**src/rtl/swtm_pkg.sv**
```systemverilog
// ----------------------------------------------------------------------------
// swtm_pkg
// Shared widths, constants and types of the moving trimmed-mean filter.
// ----------------------------------------------------------------------------
`default_nettype none

package swtm_pkg;

  // field widths fixed by the stream format
  localparam int SAMPLE_W = 24;
  localparam int MEAN_W   = 32;
  localparam int CNT_W    = 4;
  localparam int TRIM_W   = 3;
  localparam int FRAC_W   = 8;

  localparam logic [TRIM_W-1:0] TRIM_RESET = 3'd3;

  // sequencer states
  typedef enum logic [2:0] {
    ST_IDLE,
    ST_OLD,
    ST_DROP,
    ST_INS,
    ST_SUM,
    ST_DIV,
    ST_OUT
  } swtm_state_t;

  // divider status toward the sequencer
  typedef struct packed {
    logic busy;
    logic done;
  } swtm_div_stat_t;

endpackage

`default_nettype wire

```
**src/rtl/swtm_div.sv**
```systemverilog
// ----------------------------------------------------------------------------
// swtm_div
// Unsigned restoring divider, two quotient bits per cycle.
// ----------------------------------------------------------------------------
`default_nettype none

module swtm_div #(
  parameter int DW = 36,
  parameter int VW = 4
) (
  input  wire logic                  clk,
  input  wire logic                  rst_n,
  input  wire logic                  start,
  input  wire logic [DW-1:0]         dividend,
  input  wire logic [VW-1:0]         divisor,
  output swtm_pkg::swtm_div_stat_t   stat,
  output logic      [DW-1:0]         quotient
);
  import swtm_pkg::*;

  localparam int DWP   = DW + (DW % 2);
  localparam int STEPS = DWP / 2;
  localparam int CNTW  = $clog2(STEPS + 1);

  logic [DWP-1:0]  work_r, work_nxt;
  logic [VW-1:0]   rem_r, rem_nxt;
  logic [VW-1:0]   dvs_r;
  logic [CNTW-1:0] cnt_r;
  logic            busy_r, done_r;

  // two restoring steps on the remainder
  always_comb begin
    logic [VW:0]    t;
    logic [VW-1:0]  r;
    logic [DWP-1:0] w;
    r = rem_r;
    w = work_r;
    for (int k = 0; k < 2; k++) begin
      t = {r, w[DWP-1]};
      w = {w[DWP-2:0], 1'b0};
      if (t >= {1'b0, dvs_r}) begin
        t    = t - {1'b0, dvs_r};
        w[0] = 1'b1;
      end
      r = t[VW-1:0];
    end
    work_nxt = w;
    rem_nxt  = r;
  end

  // control
  always_ff @(posedge clk) begin
    if (!rst_n) begin
      busy_r <= 1'b0;
      done_r <= 1'b0;
      cnt_r  <= '0;
    end else begin
      done_r <= 1'b0;
      if (start) begin
        busy_r <= 1'b1;
        cnt_r  <= CNTW'(STEPS);
      end else if (busy_r) begin
        cnt_r <= cnt_r - 1'b1;
        if (cnt_r == CNTW'(1)) begin
          busy_r <= 1'b0;
          done_r <= 1'b1;
        end
      end
    end
  end

  // datapath
  always_ff @(posedge clk) begin
    if (start) begin
      work_r <= DWP'(dividend);
      rem_r  <= '0;
      dvs_r  <= divisor;
    end else if (busy_r) begin
      work_r <= work_nxt;
      rem_r  <= rem_nxt;
    end
  end

  assign stat.busy = busy_r;
  assign stat.done = done_r;
  assign quotient  = work_r[DW-1:0];

endmodule

`default_nettype wire

```
**src/rtl/sliding_window_trimmed_mean_core.sv**
```systemverilog
// ----------------------------------------------------------------------------
// sliding_window_trimmed_mean_core
// Moving trimmed mean over the last WINDOW load-cell samples, Q8 result.
// ----------------------------------------------------------------------------
//
//  channel  direction  fields (low bit up)                     beat
//  in_      slave      tdata: sample; tuser: restart           one sample
//  out_     master     tdata: mean_q8, samples_used, fill      one mean
//  cfg_     slave      data: trim_count                        one write
//
//  Each sample runs through a drop sweep (once the window is full) and an
//  insert sweep over the sorted memory, one read per cycle, then a summing
//  sweep and a two-bit-per-cycle divider.
//  in_tready is high only while the sequencer is idle; a finished mean waits
//  in the output register, and the sequencer holds its result until taken.
//  rst_n is synchronous; the sample stores need no clearing after reset.
//
`default_nettype none

module sliding_window_trimmed_mean_core #(
  parameter int WINDOW = 15
) (
  input  wire logic                                              clk,
  input  wire logic                                              rst_n,
  // sample
  input  wire logic                                              in_tvalid,
  output logic                                                   in_tready,
  input  wire logic [swtm_pkg::SAMPLE_W-1:0]                     in_tdata,
  // restart
  input  wire logic [0:0]                                        in_tuser,
  output logic                                                   out_tvalid,
  input  wire logic                                              out_tready,
  // mean_q8 [31:0], samples_used [35:32], window_fill [39:36]
  output logic [swtm_pkg::MEAN_W+2*swtm_pkg::CNT_W-1:0]          out_tdata,
  input  wire logic                                              cfg_valid,
  output logic                                                   cfg_ready,
  // trim_count
  input  wire logic [swtm_pkg::TRIM_W-1:0]                       cfg_data
);
  import swtm_pkg::*;

  localparam int AW   = $clog2(WINDOW);
  localparam int CW   = $clog2(WINDOW + 1);
  localparam int CMPW = ((CW > TRIM_W + 1) ? CW : TRIM_W + 1) + 1;
  localparam int SW   = SAMPLE_W + CW;
  localparam int DW   = SW + FRAC_W;
  localparam int OW   = MEAN_W + 2 * CNT_W;

  swtm_state_t state_r, state_nxt;

  logic signed [SAMPLE_W-1:0] ring_mem [WINDOW];
  logic signed [SAMPLE_W-1:0] sort_mem [WINDOW];
  logic signed [SAMPLE_W-1:0] ring_rd_r, sort_rd_r;

  logic signed [SAMPLE_W-1:0] v_r, v_nxt;
  logic signed [SAMPLE_W-1:0] old_r, old_nxt;
  logic        [AW-1:0]       wp_r, wp_nxt;
  logic        [CW-1:0]       fill_r, fill_nxt;
  logic        [CW-1:0]       ptr_r, ptr_nxt;
  logic        [CW-1:0]       hi_r, hi_nxt;
  logic        [CW-1:0]       used_r, used_nxt;
  logic                       found_r, found_nxt;
  logic                       dv_r, dv_nxt;
  logic signed [SW-1:0]       acc_r, acc_nxt;
  logic        [TRIM_W-1:0]   trim_r;

  logic                       out_valid_r;
  logic        [OW-1:0]       out_data_r;
  logic                       out_load;

  logic                       ring_we;
  logic        [AW-1:0]       ring_a;
  logic                       sort_we;
  logic        [AW-1:0]       sort_wa, sort_ra;
  logic signed [SAMPLE_W-1:0] sort_wd;

  logic        [CW-1:0]       fill_eff;
  logic        [AW-1:0]       wp_eff;
  logic        [CW-1:0]       ptr_inc, ptr_m1, ptr_m2;
  logic                       plain;
  logic        [CMPW-1:0]     lo_w, hi_w;

  logic                       div_start;
  swtm_div_stat_t             div_stat;
  logic        [SW-1:0]       mag;
  logic        [DW-1:0]       dividend, quot, q_s;

  // restart empties the window ahead of this sample
  assign fill_eff = in_tuser[0] ? '0 : fill_r;
  assign wp_eff   = in_tuser[0] ? '0 : wp_r;
  assign ring_a   = wp_eff;

  assign ptr_inc = ptr_r + 1'b1;
  assign ptr_m1  = ptr_r - 1'b1;
  assign ptr_m2  = ptr_r - CW'(2);

  // mean range over the sorted copy
  assign plain = CMPW'(fill_r) < CMPW'({trim_r, 1'b1});
  assign lo_w  = plain ? '0 : CMPW'(trim_r);
  assign hi_w  = plain ? CMPW'(fill_r) : CMPW'(fill_r) - CMPW'(trim_r);

  // sequencer: next state and memory control
  always_comb begin
    state_nxt = state_r;
    v_nxt     = v_r;
    old_nxt   = old_r;
    wp_nxt    = wp_r;
    fill_nxt  = fill_r;
    ptr_nxt   = ptr_r;
    hi_nxt    = hi_r;
    used_nxt  = used_r;
    found_nxt = found_r;
    dv_nxt    = dv_r;
    acc_nxt   = acc_r;
    ring_we   = 1'b0;
    sort_we   = 1'b0;
    sort_wa   = '0;
    sort_wd   = v_r;
    sort_ra   = '0;
    div_start = 1'b0;
    out_load  = 1'b0;

    unique case (state_r)
      ST_IDLE: begin
        if (in_tvalid) begin
          ring_we = 1'b1;
          v_nxt   = in_tdata;
          wp_nxt  = (wp_eff == AW'(WINDOW - 1)) ? '0 : wp_eff + 1'b1;
          dv_nxt  = 1'b0;
          if (fill_eff < CW'(WINDOW)) begin
            fill_nxt  = fill_eff + 1'b1;
            ptr_nxt   = fill_eff;
            state_nxt = ST_INS;
          end else begin
            fill_nxt  = fill_eff;
            state_nxt = ST_OLD;
          end
        end
      end

      // leaving sample is in the ring read register
      ST_OLD: begin
        old_nxt   = ring_rd_r;
        sort_ra   = '0;
        ptr_nxt   = '0;
        found_nxt = 1'b0;
        state_nxt = ST_DROP;
      end

      // remove one copy of the leaving sample, shift the rest down
      ST_DROP: begin
        sort_ra = (ptr_r == CW'(WINDOW - 1)) ? '0 : ptr_inc[AW-1:0];
        if (!found_r) begin
          if (sort_rd_r == old_r) begin
            found_nxt = 1'b1;
          end
        end else begin
          sort_we = 1'b1;
          sort_wa = ptr_m1[AW-1:0];
          sort_wd = sort_rd_r;
        end
        ptr_nxt = ptr_inc;
        if (ptr_r == CW'(WINDOW - 1)) begin
          ptr_nxt   = CW'(WINDOW - 1);
          dv_nxt    = 1'b0;
          state_nxt = ST_INS;
        end
      end

      // insert from the top, moving larger entries up
      ST_INS: begin
        if (ptr_r == '0) begin
          sort_we   = 1'b1;
          sort_wa   = '0;
          state_nxt = ST_SUM;
        end else if (!dv_r) begin
          sort_ra = ptr_m1[AW-1:0];
          dv_nxt  = 1'b1;
        end else if (sort_rd_r > v_r) begin
          sort_we = 1'b1;
          sort_wa = ptr_r[AW-1:0];
          sort_wd = sort_rd_r;
          ptr_nxt = ptr_m1;
          sort_ra = (ptr_r == CW'(1)) ? '0 : ptr_m2[AW-1:0];
        end else begin
          sort_we   = 1'b1;
          sort_wa   = ptr_r[AW-1:0];
          state_nxt = ST_SUM;
        end
        if (state_nxt == ST_SUM) begin
          ptr_nxt  = CW'(lo_w);
          hi_nxt   = CW'(hi_w);
          used_nxt = CW'(hi_w - lo_w);
          acc_nxt  = '0;
          dv_nxt   = 1'b0;
        end
      end

      // accumulate sorted entries lo .. hi-1
      ST_SUM: begin
        if (dv_r) begin
          acc_nxt = acc_r + {{(SW - SAMPLE_W){sort_rd_r[SAMPLE_W-1]}}, sort_rd_r};
        end
        if (ptr_r != hi_r) begin
          sort_ra = ptr_r[AW-1:0];
          ptr_nxt = ptr_inc;
          dv_nxt  = 1'b1;
        end else begin
          dv_nxt = 1'b0;
          if (!dv_r) begin
            div_start = 1'b1;
            state_nxt = ST_DIV;
          end
        end
      end

      ST_DIV: begin
        if (div_stat.done) begin
          state_nxt = ST_OUT;
        end
      end

      ST_OUT: begin
        if (!out_valid_r || out_tready) begin
          out_load  = 1'b1;
          state_nxt = ST_IDLE;
        end
      end

      default: begin
        state_nxt = ST_IDLE;
      end
    endcase
  end

  // control registers
  always_ff @(posedge clk) begin
    if (!rst_n) begin
      state_r <= ST_IDLE;
      wp_r    <= '0;
      fill_r  <= '0;
      ptr_r   <= '0;
      hi_r    <= '0;
      used_r  <= '0;
      found_r <= 1'b0;
      dv_r    <= 1'b0;
    end else begin
      state_r <= state_nxt;
      wp_r    <= wp_nxt;
      fill_r  <= fill_nxt;
      ptr_r   <= ptr_nxt;
      hi_r    <= hi_nxt;
      used_r  <= used_nxt;
      found_r <= found_nxt;
      dv_r    <= dv_nxt;
    end
  end

  // payload registers
  always_ff @(posedge clk) begin
    v_r   <= v_nxt;
    old_r <= old_nxt;
    acc_r <= acc_nxt;
  end

  // trim register
  always_ff @(posedge clk) begin
    if (!rst_n) begin
      trim_r <= TRIM_RESET;
    end else if (cfg_valid) begin
      trim_r <= cfg_data;
    end
  end

  assign cfg_ready = 1'b1;

  // arrival ring, read-first
  always_ff @(posedge clk) begin
    if (ring_we) begin
      ring_mem[ring_a] <= in_tdata;
    end
    ring_rd_r <= ring_mem[ring_a];
  end

  // sorted copy
  always_ff @(posedge clk) begin
    if (sort_we) begin
      sort_mem[sort_wa] <= sort_wd;
    end
    sort_rd_r <= sort_mem[sort_ra];
  end

  // magnitude divide, sign restored after
  assign mag      = acc_r[SW-1] ? SW'(-acc_r) : SW'(acc_r);
  assign dividend = {mag, FRAC_W'(0)};

  swtm_div #(
    .DW (DW),
    .VW (CW)
  ) u_div (
    .clk      (clk),
    .rst_n    (rst_n),
    .start    (div_start),
    .dividend (dividend),
    .divisor  (used_r),
    .stat     (div_stat),
    .quotient (quot)
  );

  assign q_s = acc_r[SW-1] ? -quot : quot;

  // output register
  always_ff @(posedge clk) begin
    if (!rst_n) begin
      out_valid_r <= 1'b0;
    end else if (out_load) begin
      out_valid_r <= 1'b1;
    end else if (out_tready) begin
      out_valid_r <= 1'b0;
    end
  end

  always_ff @(posedge clk) begin
    if (out_load) begin
      out_data_r <= {CNT_W'(fill_r), CNT_W'(used_r), q_s[MEAN_W-1:0]};
    end
  end

  assign in_tready  = (state_r == ST_IDLE);
  assign out_tvalid = out_valid_r;
  assign out_tdata  = out_data_r;

endmodule

`default_nettype wire

```
**config.mk**
```make
export PLATFORM = sky130hd
export DESIGN_NAME = sliding_window_trimmed_mean_core
export DESIGN_NICKNAME = d
export VERILOG_FILES = /design/src/rtl/swtm_pkg.sv /design/src/rtl/swtm_div.sv /design/src/rtl/sliding_window_trimmed_mean_core.sv
export SDC_FILE = /design/constraint.sdc
export NUM_CORES = 1
export LEC_CHECK = 0
export BUFFER_PORTS_ARGS = -buffer_cell sky130_fd_sc_hd__buf_2
export CORE_AREA = 2 2 426 217
export CTS_CLUSTER_DIAMETER = 100
export CTS_CLUSTER_SIZE = 28
export DETAILED_ROUTE_END_ITERATION = 16
export DIE_AREA = 0 0 428 219
export GPL_TIMING_DRIVEN = 1
export RECOVER_POWER = 100
export SYNTH_ARGS = -nofsm -noshare
export SYNTH_HDL_FRONTEND = slang
export SYNTH_SLANG_ARGS = --single-unit
```
**constraint.sdc**
```tcl
create_clock -name clk -period 9.5 [get_ports clk]
set_input_delay 0.475 -clock clk [delete_from_list [all_inputs] [get_ports clk]]
set_output_delay 0.475 -clock clk [all_outputs]
set_load 0.01 [all_outputs]
```
==> metrics.txt, run 1 <==
via/cell ratio 5.94; Worst IR Drop VDD 0.330 mV; Fillers 7724; HP Class in -> reg; Initial DRC Count 2673; synth unique cells 70; setup bufs post-CTS 0; Post-CTS Resized 0; row count between 70 and 80; First-pass DRT Iterations 8; CP required 10030 ps; post-route cell area between 40000 and 50000 um2; Total Die Area 93700 um2; Worst EP arrival 7370 ps; Async SR Flop Fraction 0%; Final Cycle Share 72.0%; Setup TNS Final 0 ps; max-cap violations 42; initial antenna violation count 4; Post-synth EDFFs roughly 870; RSZ-0062 raised after global routing no; vias in the first global route between 20000 and 25000; Die X-Extent 428 um; Leak 13.8 nW; Final Critical Period 6840 ps; violated checks capacitance limit, slew limit; Mean Syn Cell Area 14.3 um2; WL per Instance approximately 25 um; fmax 0.146 GHz; CTS tree yes; Crit. End Element flop; met3 wire length between 8000 and 9000 um; met2 wire len 42000 um; area grow syn2layout 7.11%; # hold bufs at CTS 0; initial core utilization 44.7%; GR Util All Layers 21.3%; status finished with violations; most frequent cells in the layout 868 x edfxtp_1, 209 x mux2i_1, 161 x a21oi_1; Fin. Hold Viols 0; Slew Limit Headroom -167%; Yosys top cell by area edfxtp_1; first-pass GRT wire length 150000 um; DRT Wirelength 102000 um; Yosys warning count 0; total power 10.8 mW; Main synth FF type edfxtp_1; clock net sink count 964; commonest non-fill, non-tap cell in the layout edfxtp_1; I/O pin count 76; skew final 30.3 ps; DRC Markers 0; Worst-path clk slew 110 ps; core box area 89900 um2; syn nets 2927; routability-driven placement congestion ratio approximately 0.93; Synth top area share between 60 and 70%; register area share after synthesis 69.6%; ANT nets after route 0; dpl hpwl 66000 um; register bit total from synthesis 964; routed vias ~24000; Slew Limit Fails 1207; Root Driver clkbuf_16; Die Y ~220 um; pwr dens 251 nW/um2; pin count of the biggest net entering global routing 134; top cells by area, synth edfxtp_1 65%, mux2i_1 5.2%, dfxtp_1 4.8%, ha_1 2.5%, a22oi_1 2.2%; synthesized area 40200 um2; dpl cell area 42200 um2; top sig layer met5; WL met1 50000 um; Synth Instances 2809; Setup Crit Path Kind reg -> reg; IO Port Bufs 74; Num CTS Buffers 40; crit path max fanout 70; Final setup viols 0; total congestion overflow 0; worst-skew pair later-pin latency roughly 630 ps; slew of the pin with the lowest slew margin roughly 4000 ps; H-tree level count 2; CTS max path bufs 3; nets 2979; critical path launch point type flop; fraction of layout instances using a drive strength above 1 4.18%
-- layout make-up --
cell class	instances	area [um2]	share of cell area, %
flip-flops and latches	964	28000	65.0
multi-input cells	1626	11400	26.5
well taps	1200	1500	3.49
clock buffers	70	1130	2.64
repair buffers	159	694	1.61
inverters	70	263	0.610
clock inverters	3	41.3	0.0959
diodes	2	5.00	0.0116
-- final timing paths --
kind / start / endpoint / slack, ps / cells after the start
min reg2reg: ring_rd_r[17] / old_r[17] / 400 / 0
max: wp_r[0] / ring_rd_r[19] / 2660 / 8
min: cfg_data[0] / trim_r[0] / 90 / 3
max reg2reg: wp_r[0] / ring_rd_r[19] / 2660 / 8
-- critical path, stage by stage, from the launching register on --
cell      delay [ps]
dfxtp_1          320
clkbuf_1        1460
nand2_1          100
buf_4            350
nor2_1           430
clkbuf_1        2810
a221oi_1         700
o22ai_1          290
or3_1            250
-- sequential cells by signal, indices dropped and copies added (netlist names), 5 cells and up --
| name | flops |
|---|---|
| sort_mem | 360 |
| sort_rd_r | 24 |
| ring_mem | 360 |
| u_div.quotient | 36 |
| u_div.cnt_r | 5 |
| acc_r | 28 |
| out_tdata | 40 |
| v_r | 24 |
| old_r | 24 |
| ring_rd_r | 24 |
-- power breakdown --
part | leakage (nW) | switching, mW | internal, mW | total (mW)
combinational | 4.59 | 2.10 | 1.25 | 3.35
clock | 0.558 | 1.27 | 0.836 | 2.11
sequential | 8.62 | 0.305 | 5.05 | 5.36
-- through the flow --
step | hold slack (ps) | utilization [%] | worst slack (ps) | cells
global placement | 392 | 47.0 | 4220 | 4019
detailed placement | 390 | 47.0 | 4230 | 4019
finish | 90.9 | 47.9 | 2660 | 4094
global route | 84.6 | 47.9 | 2290 | 4092
floorplan | 386 | - | 5420 | 2809
CTS | 66.8 | 48.3 | 4210 | 4092
-- per-layer routing --
metal	vias to the layer above	global-route usage, %
met5	-	0
met1	12400	34.0
met4	2	3.45
li1	11000	-
met2	900	29.8
met3	99	4.51
-- synthesized netlist by cell type, types with 68 or more instances --
library cell,count
o21ai_0,104
edfxtp_1,868
a21oi_1,161
o22ai_1,73
nand2_1,136
xnor2_1,80
inv_1,68
dfxtp_1,96
ha_1,80
clkbuf_1,96
a22oi_1,118
mux2i_1,209
nor2_1,158
-- cells by family after synthesis --
logic type      count (synthesis)  synth area share (%)
flops                         964                  69.6
compound gates                705                  11.6
simple gates                  504                  5.87
buf+inv                       219                  2.27
mux                           214                  5.35
xor+xnor                      117                  2.55
fa+ha+maj                      85                  2.74
other cells                     1               0.00933
Note: power is estimated with default switching activity, not from simulation.
==> run 2: changes to the inputs <==
==> constraint.sdc (replaced) <==
create_clock -name clk -period 7 [get_ports clk]
set_input_delay 0.35 -clock clk [delete_from_list [all_inputs] [get_ports clk]]
set_output_delay 0.35 -clock clk [all_outputs]
set_load 0.01 [all_outputs]
==> run 2 against run 1 <==
Net effect:
- the flow still finishes with violations (capacitance limit, slew limit)
- via count grew 1.2%
- first-iteration DRC count grew 12%
- critical path depth grew 4
- clock-buffer cell count shrank 2
- clock skew grew 1.3 ps
- non-clock buffer count grew 1
- worst setup slack lost 1300 ps
- sequential share of layout area is essentially flat
- cell area is essentially flat
- clock power grew 35%
- worst hold slack lost 68 ps
- critical endpoint is now sort_rd_r[2]
- largest cell class unchanged
==> metrics.txt, run 2 (same netlist as run 1, synthesis figures left out) <==
violated checks capacitance limit, slew limit; CP dominant cell by count a21oi_1; # hold bufs at CTS 3 (+3); register area 28000 um2 (unchanged); CP max-delay cell a32oi_1; Crit. End Element flop; n_diodes 0 (-2); DRC Markers 0 (unchanged); max-cap violations 32 (-24%); first-pass GRT wire length 153000 um (+2.5%); total congestion overflow 0 (unchanged); dpl hpwl 65300 um (-0.98%); worst-skew pair later-pin latency 630 ps (about the same); Root Driver clkbuf_16; nets 2980 (+0.034%); initial antenna violation count 2 (-2); FF-to-FF setup slack 1380 ps (-1280 ps); Worst-path clk slew 110 ps (about the same); routability-driven placement congestion ratio 0.867 (-7.0%); PnR worst setup slack 1380 ps (-1280 ps); GR Util All Layers 21.9% (+0.62 points); Crit. Startpoint sort_rd_r[9]; cell family with the largest share of critical-path delay compound AO/OA/AOI/OAI gates; Worst path depth 12 (+4); status finished with violations; I/O pin count 76 (unchanged); DP Cell Count 4017 (-0.050%); crit path max fanout 112 (+60%); fmax 0.178 GHz (+22%); most frequent cells in the layout 868 x edfxtp_1, 209 x mux2i_1, 161 x a21oi_1; via/cell ratio 6.02 (+1.3%); IO Port Bufs 74 (unchanged); CP Cell Sequence ha_1 > a21oi_1 > o21ai_0 > a211o_1 > o221a_1 > or4_1 > a32oi_1 > buf_12 > mux2i_1 > o32ai_1 > a211oi_1 > a21oi_1; Worst Hold Launch cfg_valid; CTS max path bufs 3 (unchanged); Reg2Reg Launch Point sort_rd_r[9]; Bufs and invs on worst path 1 (-2); clock net sink count 964 (unchanged); pin count of the biggest net entering global routing 113 (-16%); Initial DRC Count 3007 (+12%); row count 78 (unchanged); Fillers 7661 (-0.82%); Final Critical Period 5620 ps (-1220 ps); Setup Crit Path Kind reg -> reg; CP endpoint sort_rd_r[2]; vias in the first global route 22800 (+0.062%); Leak 13.8 nW (+0.22%); slew of the pin with the lowest slew margin 3030 ps (-970 ps); Worst EP arrival 6130 ps (-1240 ps); CTS tree yes; worst stage delay on the critical path 1180 ps (-1630 ps); Slew Limit Fails 947 (-22%); Num CTS Buffers 40 (unchanged); initial core utilization 44.7% (unchanged); commonest non-fill, non-tap cell in the layout edfxtp_1; critical path launch point type flop; Die X-Extent 428 um (unchanged); Worst IR Drop VDD 0.393 mV (+19%); Slew Limit Headroom -102% (+65 points); Total Die Area 93700 um2 (unchanged); Final setup viols 0 (unchanged); core box area 89900 um2 (unchanged); fraction of layout instances using a drive strength above 1 4.25% (+0.071 points); total power 14.7 mW (+36%); HP Class in -> reg; Worst R2R Path Depth 12 (+4); WL per Instance 25.6 um (+2.3%); ANT nets after route 0 (unchanged); post-place setup slack 2170 ps (-2060 ps); DRT Wirelength 105000 um (+2.2%); routed vias 24600 (+1.2%); RSZ-0062 raised after global routing no; Worst R2R End sort_rd_r[2]; post-route cell area 43000 um2 (about the same); Die Y 219 um (unchanged); WHS Path Cells 2 (-1); Fin. Hold Viols 0 (unchanged); Layout Cells excl Fill 4091 (-0.073%); Final Cycle Share 80.3% (+8.3 points); First-pass DRT Iterations 5 (-3); skew final 31.6 ps (+1.30 ps); H-tree level count 2 (unchanged); CP required 7520 ps (-2510 ps); dpl cell area 42200 um2 (about the same); Setup TNS Final 0 ps (unchanged); Core Util, Final 47.9% (about the same); hold slack 23.4 ps (-67.6 ps); Post-CTS Resized 0 (unchanged); setup bufs post-CTS 0 (unchanged); area of the multi-input gates 11400 um2 (-0.28%); pwr dens 341 nW/um2 (+36%); area grow syn2layout 7.10% (about the same)
-- run 2: changes by cell type in the layout (fill, tap and decap cells not counted), moves of 2 or more --
cell / change
diode_2: -2
clkbuf_1: -11
buf_4: +6
nor2_2: -3
nor2_1: +3
dlygate4sd3_1: +3
-- run 2: worst min-delay path by stage --
stage                      to  slack (ps)
global placement     old_r[7]         390
CTS                 trim_r[0]          10
global route        trim_r[0]          30
finish              trim_r[0]          20
detailed placement   old_r[4]         390
floorplan            old_r[0]         390
-- run 2: cell type report --
type / instances / share of cell area (%)
multi-input combinational: 1626 / 26.4
sequential: 964 / 65.0
tap: 1200 / 3.49
clock inverter: 3 / 0.0959
timing repair buffer: 160 / 1.76
clock buffer: 68 / 2.57
inverter: 70 / 0.610
-- run 2: where the power goes --
group / switching, mW / total, mW / internal, mW
logic: 2.83 / 4.51 / 1.68
registers: 0.480 / 7.34 / 6.86
clock network: 1.74 / 2.85 / 1.11
total: 5.05 / 14.7 / 9.65
-- run 2: per-layer routing --
layer  vias to the layer above  share of wire (%)  global-route usage (%)
met5                         -                  0                       0
met4                         0                1.3                    3.24
met3                       104                9.3                    4.34
met2                      1069                 40                    29.6
met1                     12500                 50                    36.3
li1                      11000                  -                       -
